**config.mk**
```make
export PLATFORM = sky130hd
export DESIGN_NAME = http_header_line_parser_unit_flat
export DESIGN_NICKNAME = d
export VERILOG_FILES = /design/src/sv/hhlp_pkg.sv /design/src/sv/hhlp_if.sv /design/src/sv/http_header_line_parser_unit.sv /design/src/sv/hhlp_parser.sv /design/src/sv/hhlp_out_queue.sv /design/src/flat_wrapper.sv
export SDC_FILE = /design/constraint.sdc
export NUM_CORES = 1
export LEC_CHECK = 0
export BUFFER_PORTS_ARGS = -buffer_cell sky130_fd_sc_hd__buf_2
export CORE_MARGIN = 1.5
export CORE_UTILIZATION = 65
export CTS_BUF_LIST = sky130_fd_sc_hd__clkbuf_2
export CTS_CLUSTER_DIAMETER = 150
export DETAILED_ROUTE_END_ITERATION = 10
export HOLD_SLACK_MARGIN = 0.12
export PLACE_DENSITY = 0.93
export SYNTH_ARGS = -nofsm -noshare
export SYNTH_HDL_FRONTEND = slang
export SYNTH_HIERARCHICAL = 1
export SYNTH_SLANG_ARGS = --single-unit
```
**constraint.sdc**
```tcl
create_clock -name clk_i -period 5.6 [get_ports clk_i]
set_input_delay 0.56 -clock clk_i [delete_from_list [all_inputs] [get_ports clk_i]]
set_output_delay 0.56 -clock clk_i [all_outputs]
set_load 0.1 [all_outputs]
```
**src/sv/hhlp_pkg.sv**
```systemverilog
// Package for the HTTP header line parser: byte and class codes, count width
// and the result word types shared by the parser, the queue and the interfaces.
// No dependencies.
`default_nettype none

package hhlp_pkg;

  // Width of the saturating byte counter
  localparam int CountWidth = 16;
  localparam int ConsumedWidth = 16;

  // Characters that steer the parse
  localparam logic [7:0] ChColon = 8'h3A;
  localparam logic [7:0] ChSpace = 8'h20;
  localparam logic [7:0] ChCr    = 8'h0D;
  localparam logic [7:0] ChLf    = 8'h0A;

  // Byte classes
  typedef enum logic [1:0] {
    ClsName  = 2'd0,
    ClsValue = 2'd1,
    ClsDelim = 2'd2,
    ClsTerm  = 2'd3
  } cls_e;

  // Block status
  typedef enum logic [1:0] {
    StRunning = 2'd0,
    StDone    = 2'd1,
    StError   = 2'd2
  } status_e;

  // One result word
  typedef struct packed {
    logic [7:0]               out_byte;
    logic [1:0]               byte_class;
    logic                     line_done;
    logic [1:0]               status;
    logic [ConsumedWidth-1:0] consumed;
    logic                     last_of_run;
  } res_t;

  // Words released by one input byte: zero, one or two
  typedef struct packed {
    logic [1:0] num;
    res_t       r0;
    res_t       r1;
  } step_t;

endpackage

`default_nettype wire

```
**src/sv/hhlp_if.sv**
```systemverilog
// Stream interfaces of the HTTP header line parser: input bytes and result words.
// Depends on hhlp_pkg.
`default_nettype none

interface hhlp_in_if;
  logic       valid;
  logic       ready;
  logic [7:0] data_byte;
  logic       first_byte;
  logic       last_byte;

  modport source (output valid, data_byte, first_byte, last_byte, input ready);
  modport sink   (input valid, data_byte, first_byte, last_byte, output ready);
endinterface

interface hhlp_out_if;
  logic                              valid;
  logic                              ready;
  logic [7:0]                        out_byte;
  logic [1:0]                        byte_class;
  logic                              line_done;
  logic [1:0]                        status;
  logic [hhlp_pkg::ConsumedWidth-1:0] consumed;
  logic                              last_of_run;

  modport source (output valid, out_byte, byte_class, line_done, status, consumed,
                  last_of_run, input ready);
  modport sink   (input valid, out_byte, byte_class, line_done, status, consumed,
                  last_of_run, output ready);
endinterface

`default_nettype wire

```
**src/sv/http_header_line_parser_unit.sv**
```systemverilog
// Top level of the HTTP header line parser: parse state machine feeding a
// result queue. Depends on hhlp_pkg, hhlp_if, hhlp_parser and hhlp_out_queue.
`default_nettype none

// Classifies a header block one byte per cycle, when the queue has room, into
// name, value, delimiter and terminator words. A byte that releases one word or
// none is taken every cycle while the sink keeps up; a byte that also releases
// a held ':' or CR gives two words, and since the result port sends one word a
// cycle while the sink is ready, such bytes cannot be taken back to back. A
// three-entry result queue sits between the parser and the result port, and the
// input is ready whenever at most one word is queued, so a byte can still be
// taken while a word waits on a stalled sink. No clearing pass; ready out of reset.
module http_header_line_parser_unit (
  input  wire logic   clk_i,
  input  wire logic   rst_ni,
  hhlp_in_if.sink     in_i,
  hhlp_out_if.source  res_o
);

  hhlp_pkg::step_t step;
  hhlp_pkg::res_t  head;
  logic            acc;
  logic            room;
  logic            pop;
  logic            q_valid;

  assign in_i.ready = room;
  assign acc        = in_i.valid && room;
  assign pop        = q_valid && res_o.ready;

  // Classify the accepted byte
  hhlp_parser u_parser (
    .clk_i   (clk_i),
    .rst_ni  (rst_ni),
    .acc_i   (acc),
    .data_i  (in_i.data_byte),
    .first_i (in_i.first_byte),
    .last_i  (in_i.last_byte),
    .step_o  (step)
  );

  // Queue result words toward the sink
  hhlp_out_queue u_queue (
    .clk_i   (clk_i),
    .rst_ni  (rst_ni),
    .push_i  (acc),
    .step_i  (step),
    .room_o  (room),
    .valid_o (q_valid),
    .pop_i   (pop),
    .head_o  (head)
  );

  assign res_o.valid       = q_valid;
  assign res_o.out_byte    = head.out_byte;
  assign res_o.byte_class  = head.byte_class;
  assign res_o.line_done   = head.line_done;
  assign res_o.status      = head.status;
  assign res_o.consumed    = head.consumed;
  assign res_o.last_of_run = head.last_of_run;

endmodule

`default_nettype wire

```
**src/sv/hhlp_parser.sv**
```systemverilog
// Parse state machine: classifies each accepted byte with one byte of
// lookahead and forms up to two result words. Depends on hhlp_pkg.
`default_nettype none

module hhlp_parser (
  input  wire logic             clk_i,
  input  wire logic             rst_ni,
  input  wire logic             acc_i,
  input  wire logic [7:0]       data_i,
  input  wire logic             first_i,
  input  wire logic             last_i,
  output hhlp_pkg::step_t       step_o
);

  typedef enum logic [2:0] {
    PhLine, PhName, PhColon, PhLsCr, PhValue, PhVCr, PhDone, PhErr
  } phase_e;

  phase_e                             phase_q, phase_d, ph;
  logic [7:0]                         held_q, held_d, held;
  logic [hhlp_pkg::CountWidth-1:0]    count_q, count_d, cnt;
  logic                               active;
  logic [1:0]                         num;
  logic [7:0]                         b0, b1;
  hhlp_pkg::cls_e                     c0, c1;
  logic                               ld1;
  hhlp_pkg::status_e                  st;

  // Next state and released words for the byte on the input
  always_comb begin
    ph   = first_i ? PhLine : phase_q;
    held = first_i ? 8'h00 : held_q;
    cnt  = first_i ? '0 : count_q;
    active = !(ph == PhDone || ph == PhErr);
    phase_d = ph;
    held_d  = held;
    count_d = cnt;
    num = 2'd0;
    b0 = held;
    b1 = data_i;
    c0 = hhlp_pkg::ClsName;
    c1 = hhlp_pkg::ClsName;
    ld1 = 1'b0;
    if (active) begin
      count_d = (cnt != '1) ? cnt + 1'b1 : cnt;
      unique case (ph)
        PhLine: begin
          if (data_i == hhlp_pkg::ChCr) begin
            held_d = data_i;
            phase_d = PhLsCr;
          end else if (data_i == hhlp_pkg::ChColon) begin
            held_d = data_i;
            phase_d = PhColon;
          end else begin
            num = 2'd1;
            b0 = data_i;
            phase_d = PhName;
          end
        end
        PhName: begin
          if (data_i == hhlp_pkg::ChColon) begin
            held_d = data_i;
            phase_d = PhColon;
          end else begin
            num = 2'd1;
            b0 = data_i;
          end
        end
        PhColon: begin
          if (data_i == hhlp_pkg::ChSpace) begin
            num = 2'd2;
            c0 = hhlp_pkg::ClsDelim;
            c1 = hhlp_pkg::ClsDelim;
            phase_d = PhValue;
          end else if (data_i == hhlp_pkg::ChColon) begin
            num = 2'd1;
            held_d = data_i;
          end else begin
            num = 2'd2;
            phase_d = PhName;
          end
        end
        PhLsCr: begin
          if (data_i == hhlp_pkg::ChLf) begin
            num = 2'd2;
            c0 = hhlp_pkg::ClsTerm;
            c1 = hhlp_pkg::ClsTerm;
            phase_d = PhDone;
          end else if (data_i == hhlp_pkg::ChColon) begin
            num = 2'd1;
            held_d = data_i;
            phase_d = PhColon;
          end else begin
            num = 2'd2;
            phase_d = PhName;
          end
        end
        PhValue: begin
          if (data_i == hhlp_pkg::ChCr) begin
            held_d = data_i;
            phase_d = PhVCr;
          end else begin
            num = 2'd1;
            b0 = data_i;
            c0 = hhlp_pkg::ClsValue;
          end
        end
        PhVCr: begin
          if (data_i == hhlp_pkg::ChLf) begin
            num = 2'd2;
            c0 = hhlp_pkg::ClsDelim;
            c1 = hhlp_pkg::ClsDelim;
            ld1 = 1'b1;
            phase_d = PhLine;
          end else if (data_i == hhlp_pkg::ChCr) begin
            num = 2'd1;
            c0 = hhlp_pkg::ClsValue;
            held_d = data_i;
          end else begin
            num = 2'd2;
            c0 = hhlp_pkg::ClsValue;
            c1 = hhlp_pkg::ClsValue;
            phase_d = PhValue;
          end
        end
        default: begin
          num = 2'd0;
        end
      endcase

      // End of buffer: finish at a line start, else flush any held byte and fail
      if (last_i && phase_d != PhDone) begin
        if (phase_d == PhLine) begin
          phase_d = PhDone;
        end else begin
          if (phase_d == PhColon || phase_d == PhLsCr || phase_d == PhVCr) begin
            if (num == 2'd0) begin
              b0 = held_d;
              c0 = (phase_d == PhVCr) ? hhlp_pkg::ClsValue : hhlp_pkg::ClsName;
            end else begin
              b1 = held_d;
              c1 = (phase_d == PhVCr) ? hhlp_pkg::ClsValue : hhlp_pkg::ClsName;
              ld1 = 1'b0;
            end
            num = num + 2'd1;
          end
          phase_d = PhErr;
        end
      end
    end
  end

  // Build result words; all words of one byte carry the same status and count
  always_comb begin
    st = (phase_d == PhDone) ? hhlp_pkg::StDone :
         (phase_d == PhErr)  ? hhlp_pkg::StError : hhlp_pkg::StRunning;
    step_o.num            = num;
    step_o.r0.out_byte    = b0;
    step_o.r0.byte_class  = c0;
    step_o.r0.line_done   = 1'b0;
    step_o.r0.status      = st;
    step_o.r0.consumed    = hhlp_pkg::ConsumedWidth'(count_d);
    step_o.r0.last_of_run = (num == 2'd1);
    step_o.r1.out_byte    = b1;
    step_o.r1.byte_class  = c1;
    step_o.r1.line_done   = ld1;
    step_o.r1.status      = st;
    step_o.r1.consumed    = hhlp_pkg::ConsumedWidth'(count_d);
    step_o.r1.last_of_run = 1'b1;
  end

  // Hold parse state; advance on each accepted byte
  always_ff @(posedge clk_i or negedge rst_ni) begin
    if (!rst_ni) begin
      phase_q <= PhLine;
      held_q  <= 8'h00;
      count_q <= '0;
    end else if (acc_i) begin
      phase_q <= phase_d;
      held_q  <= held_d;
      count_q <= count_d;
    end
  end

  // A held byte is always the character that put the parser in its phase
  a_held_colon: assert property (@(posedge clk_i) disable iff (!rst_ni)
    (phase_q == PhColon) |-> (held_q == hhlp_pkg::ChColon))
    else $error("colon phase without held colon");

  a_held_cr: assert property (@(posedge clk_i) disable iff (!rst_ni)
    (phase_q == PhLsCr || phase_q == PhVCr) |-> (held_q == hhlp_pkg::ChCr))
    else $error("CR phase without held CR");

  // A finished block releases nothing until a new buffer starts
  a_dead_quiet: assert property (@(posedge clk_i) disable iff (!rst_ni)
    (acc_i && !first_i && (phase_q == PhDone || phase_q == PhErr)) |=>
      (phase_q == $past(phase_q) && count_q == $past(count_q)))
    else $error("state changed after block end");

  a_num_range: assert property (@(posedge clk_i) disable iff (!rst_ni)
    acc_i |-> (step_o.num != 2'd3))
    else $error("more than two words for one byte");

endmodule

`default_nettype wire

```
**src/sv/hhlp_out_queue.sv**
```systemverilog
// Three-entry result queue: takes up to two words per input byte, sends one
// word per cycle while the sink is ready. Depends on hhlp_pkg.
`default_nettype none

module hhlp_out_queue (
  input  wire logic            clk_i,
  input  wire logic            rst_ni,
  input  wire logic            push_i,
  input  hhlp_pkg::step_t      step_i,
  output logic                 room_o,
  output logic                 valid_o,
  input  wire logic            pop_i,
  output hhlp_pkg::res_t       head_o
);

  localparam int Depth = 3;

  hhlp_pkg::res_t q_q [Depth];
  hhlp_pkg::res_t q_d [Depth];
  logic [1:0]     cnt_q, cnt_d, cnt_s;

  // Room for two words regardless of the output side
  assign room_o  = (cnt_q <= 2'd1);
  assign valid_o = (cnt_q != 2'd0);
  assign head_o  = q_q[0];

  // Shift out the head on pop, then append the new words behind the rest
  always_comb begin
    cnt_s  = pop_i ? cnt_q - 2'd1 : cnt_q;
    q_d[0] = pop_i ? q_q[1] : q_q[0];
    q_d[1] = pop_i ? q_q[2] : q_q[1];
    q_d[2] = q_q[2];
    cnt_d  = cnt_s;
    if (push_i) begin
      if (step_i.num != 2'd0) q_d[cnt_s] = step_i.r0;
      if (step_i.num == 2'd2) q_d[cnt_s + 2'd1] = step_i.r1;
      cnt_d = cnt_s + step_i.num;
    end
  end

  // Hold fill count
  always_ff @(posedge clk_i or negedge rst_ni) begin
    if (!rst_ni) begin
      cnt_q <= 2'd0;
    end else begin
      cnt_q <= cnt_d;
    end
  end

  // Hold entries
  always_ff @(posedge clk_i) begin
    q_q <= q_d;
  end

  a_no_overflow: assert property (@(posedge clk_i) disable iff (!rst_ni)
    push_i |-> (cnt_q <= 2'd1))
    else $error("push without room");

  a_no_underflow: assert property (@(posedge clk_i) disable iff (!rst_ni)
    pop_i |-> (cnt_q != 2'd0))
    else $error("pop from empty queue");

  a_fill_step: assert property (@(posedge clk_i) disable iff (!rst_ni)
    (!push_i && !pop_i) |=> $stable(cnt_q))
    else $error("fill count moved without push or pop");

endmodule

`default_nettype wire
```
**src/flat_wrapper.sv**
```systemverilog
// flat-port wrapper written by rule: the top's interface ports become plain ports
module http_header_line_parser_unit_flat 
  (clk_i, rst_ni, in_i_valid, in_i_data_byte, in_i_first_byte, in_i_last_byte, in_i_ready, res_o_valid, res_o_out_byte, res_o_byte_class, res_o_line_done, res_o_status, res_o_consumed, res_o_last_of_run, res_o_ready);
  hhlp_in_if in_i_i ();
  hhlp_out_if res_o_i ();
  input  wire logic clk_i;
  input  wire logic rst_ni;
  input wire logic [$bits(in_i_i.valid)-1:0] in_i_valid;
  input wire logic [$bits(in_i_i.data_byte)-1:0] in_i_data_byte;
  input wire logic [$bits(in_i_i.first_byte)-1:0] in_i_first_byte;
  input wire logic [$bits(in_i_i.last_byte)-1:0] in_i_last_byte;
  output wire logic [$bits(in_i_i.ready)-1:0] in_i_ready;
  output wire logic [$bits(res_o_i.valid)-1:0] res_o_valid;
  output wire logic [$bits(res_o_i.out_byte)-1:0] res_o_out_byte;
  output wire logic [$bits(res_o_i.byte_class)-1:0] res_o_byte_class;
  output wire logic [$bits(res_o_i.line_done)-1:0] res_o_line_done;
  output wire logic [$bits(res_o_i.status)-1:0] res_o_status;
  output wire logic [$bits(res_o_i.consumed)-1:0] res_o_consumed;
  output wire logic [$bits(res_o_i.last_of_run)-1:0] res_o_last_of_run;
  input wire logic [$bits(res_o_i.ready)-1:0] res_o_ready;
  assign in_i_i.valid = in_i_valid;
  assign in_i_i.data_byte = in_i_data_byte;
  assign in_i_i.first_byte = in_i_first_byte;
  assign in_i_i.last_byte = in_i_last_byte;
  assign in_i_ready = in_i_i.ready;
  assign res_o_valid = res_o_i.valid;
  assign res_o_out_byte = res_o_i.out_byte;
  assign res_o_byte_class = res_o_i.byte_class;
  assign res_o_line_done = res_o_i.line_done;
  assign res_o_status = res_o_i.status;
  assign res_o_consumed = res_o_i.consumed;
  assign res_o_last_of_run = res_o_i.last_of_run;
  assign res_o_i.ready = res_o_ready;
  http_header_line_parser_unit u_core (.clk_i(clk_i), .rst_ni(rst_ni), .in_i(in_i_i), .res_o(res_o_i));
endmodule
```
==> summary.txt <==
Layout
  – Layout area overhead: 1.25%
  – Layout fillers: 830
  – Multi-input logic area: between 3000 and 4000 sq um
  – Share of cells above drive strength 1: 0.146
  – Layout Nets: 795
  – Final cell count without fillers: ~930
  – Register Area: 2830 sq um

Setup path
  – Critical path class: reg -> reg
  – Reg2reg end: u_core/u_queue/q_q[40]$_DFF_P_
  – Crit-path cells: nor2b_1 > and4_1 > nor3_2 > o21ai_1 > nand2_1 > xnor2_1 > nor2_1 > a21oi_2 > buf_4 > a22oi_1 > o22ai_1
  – Max FO, Critical Path: 16
  – CP max stage delay: just over 0.7 ns
  – Reg2reg start: u_core/u_parser/phase_q[0]$_DFFE_PN0P_
  – Slowest-stage cell, CP: a21oi_2
  – Worst EP arrival: approximately 4.7 ns
  – Register-to-register setup slack: 1.47 ns
  – R2r worst-path depth: 11
  – Setup crit end kind: flip-flop
  – Critical Path RT: just over 6 ns
  – CP Launch Type: flip-flop

Power
  – Max VDD drop: approximately 660 uV
  – Sw Share: 0.530
  – PwrDens: about 660 nW/um^2
  – Power Internal: around 2.3 mW
  – Comb pwr share: 0.573
  – Static leakage: ~3.2 nW
  – Sequential share of power: 0.329
  – Sw Pwr: 2.64 mW
  – Clock power share: 0.098

Status
  – Status: finished, final reports clean

Clocking
  – TritonCTS clock tree: done
  – Clock Latency Late Sink: slightly below 0.7 ns
  – CTS Buf Count: 17
  – CTS root buf: clkbuf_2
  – Clk buf depth: 2
  – CTS Sinks: 119
  – Cts repair resizes: 0
  – H-Tree Depth: 4
  – CTS Hold Bufs: 1
  – Worst-path clk slew: around 0.15 ns
  – Postcts setup bufs: 0

Synth
  – Post-synth top cells: mux2i_1 (95), o22ai_1 (70), a22oi_1 (60), dfxtp_1 (60), nand2_1 (56)
  – Cell with the most instances after synthesis: mux2i_1
  – Synth top area share: 0.162
  – Yosys cell types: 68
  – Post-synth EDFFs: 30
  – Dominant cell type by area after synthesis: dfxtp_1
  – Synthesis-stage register bit count: 119
  – Synth Flop Type: dfxtp_1
  – Synthesized area: between 7000 and 8000 sq um
  – Sequential element share of the synthesized area: 0.381
  – Post-Syn Instances: 811
  – Mean Syn Cell Area: roughly 9.2 sq um
  – Largest cells by area after synthesis: dfxtp_1 (16%), mux2i_1 (13%), edfxtp_1 (12%), dfrtp_1 (9.8%), a22oi_1 (6.1%)
  – Ys async rst share: 0.244
  – Net Count, Synth: 829
  – Ys Warns: 6

Floorplan
  – Io pins: 46
  – DIE WIDTH: 110 microns
  – Initial Utilization: 0.676
  – Die area: approximately 12000 sq um
  – Die height: between 100 and 150 microns
  – Core area: between 10000 and 15000 sq um
  – # rows: 38

Global routing
  – Aggregate global-route resource usage: 0.315
  – Grt met3 use: 0.0937
  – Total global routing overflow: 0
  – Largest net degree at the start of global routing: between 90 and 100
  – Vias in the first global route: between 5000 and 6000
  – Grt peak-use layer: met2
  – Initial antenna violation count: 1
  – First-pass GRT wire length: approximately 30 mm
  – Grt met2 use: 0.485
  – GR Util met1: 0.426

STA
  – Slew margin rel.: 0.243
  – Slew of the pin with the lowest slew margin: approximately 1.1 ns
  – Tcrit/Tclk final: 0.738
  – Setup tns final: 0 ns
  – Final Hold Fails: 0
  – Max Transition Viols Final: 0
  – Clk_skew: around 0.037 ns
  – Fmax: around 240 MHz
  – RSZ-0062 raised after global routing: no
  – Finish-stage setup viols: 0
  – Fin crit period: between 4 and 5 ns

Routing
  – Remaining DRCs: 0
  – Remaining antenna violation count: 0
  – Via count: 6326
  – Vias per cell: ~6.8
  – Per-cell routed wire length: 20.2 microns
  – WL final: 18.8 mm
  – TritonRoute pass-1 iters: 8
  – 1st-iter DRT viols: 822

Placed design
  – Sum of net half-perimeters after detailed placement: 12.3 mm
  – GP Congestion: 0.960
  – Inst Count DP: approximately 900
  – PortBufs: 45

Hold path
  – Hold Crit Class: in -> reg
  – Worst Hold End: u_core/u_parser/phase_q[0]$_DFFE_PN0P_
  – Worst Hold Depth: 3
  – Min-delay src: in_i_last_byte

Run
  – Max Cap Violations: 0
==> placed cells by master, fill, tap and decap left out, drive strengths merged, types with 15 or more instances in the layout <==
master / instances
nor2b: 18
a21oi: 23
mux2i: 95
buf: 58
inv: 27
a22oi: 60
o21ai: 54
dfxtp: 60
nor2: 30
nand3: 15
o22ai: 70
clkbuf: 22
dfrtp: 29
edfxtp: 30
nand2: 57
==> state kept, by name, indices dropped and copies added, names as in the netlist <==
| register | count |
|---|---|
| u_core/u_parser/count_q | 16 |
| u_core/u_parser/held_q | 8 |
| u_core/u_queue/cnt_q | 2 |
| u_core/u_queue/q_q | 60 |
| u_core/u_queue/head_o | 30 |
| u_core/u_parser/phase_q | 3 |
==> cell families (layout without fill, tap and decap cells) <==
logic type / count (synthesis) / in the layout / share of synthesized area
muxes: 104 / 104 / 0.142
adders and majority gates: 4 / 4 / 0.00674
other: 2 / 3 / 0.00101
xor gates and xnor gates: 18 / 18 / 0.0212
and+or+nand+nor: 181 / 181 / 0.131
DFF: 119 / 119 / 0.381
AOI/OAI and AO/OA: 245 / 245 / 0.218
buffers and inverters: 138 / 117 / 0.0999
==> how the worst max path moves through the flow <==
stage          depth (start not counted)  slack [ns]                                   start                              to
2_1_floorplan                          8        2.07       u_core/u_queue/cnt_q[1]$_DFF_PN0_  u_core/u_queue/q_q[59]$_DFF_P_
3_3_place_gp                          16        1.26                       in_i_data_byte[4]  u_core/u_queue/q_q[32]$_DFF_P_
3_5_place_dp                          16        1.18                       in_i_data_byte[4]  u_core/u_queue/q_q[38]$_DFF_P_
4_1_cts                               11        1.62  u_core/u_parser/phase_q[0]$_DFFE_PN0P_  u_core/u_queue/q_q[40]$_DFF_P_
5_1_grt                               14        1.30  u_core/u_parser/phase_q[0]$_DFFE_PN0P_  u_core/u_queue/q_q[41]$_DFF_P_
6_report                              11        1.47  u_core/u_parser/phase_q[0]$_DFFE_PN0P_  u_core/u_queue/q_q[40]$_DFF_P_
==> area by class of cell <==
type | instances | share of cell area
clock inverter | 10 | 0.0111
antenna | 1 | 0.000333
multi-input combinational | 554 | 0.517
clock buffer | 22 | 0.0146
sequential | 119 | 0.376
tap | 140 | 0.0233
inverter | 26 | 0.0130
timing repair buffer | 59 | 0.0442
==> power by group through the flow <==
stage          combinational (mW)  clock (mW)  sequential [mW]
2_1_floorplan                2.55           0             1.55
3_3_place_gp                 2.72           0             1.63
3_5_place_dp                 2.81           0             1.65
4_1_cts                      2.81       0.497             1.63
5_1_grt                      3.02       0.535             1.68
6_report                     2.86       0.487             1.64
==> layer usage <==
| metal | share of wire | vias up | wire, microns |
|---|---|---|---|
| li1 | - | 2908 | - |
| met1 | 0.42 | 2992 | 7880 |
| met2 | 0.46 | 400 | 8620 |
| met3 | 0.11 | 26 | 2090 |
| met4 | 0.013 | 0 | 248 |
| met5 | 0 | - | 0 |
==> worst max-delay path, delay by kind of cell, from the launching register on <==
family | cells | cell delay (ns)
AO/OA/AOI/OAI | 4 | 1.32
XOR/XNOR | 1 | 0.52
buffers and inverters | 1 | 0.37
flip-flops | 1 | 0.68
AND/OR/NAND/NOR | 5 | 1.18
==> through the flow <==
step           instance area [sq um]  power (mW)   util  hold slack (ns)  worst slack, ns
5_1_grt                         7520        5.24  0.685            0.171             1.30
2_1_floorplan                   7430        4.10      -            0.264             2.07
3_5_place_dp                    7320        4.46  0.666            0.476             1.18
3_3_place_gp                    7320        4.35  0.666            0.460             1.26
4_1_cts                         7520        4.94  0.685            0.163             1.62
6_report                        7520        4.99  0.685            0.236             1.47
No activity file was read; power rests on OpenSTA's default activity.
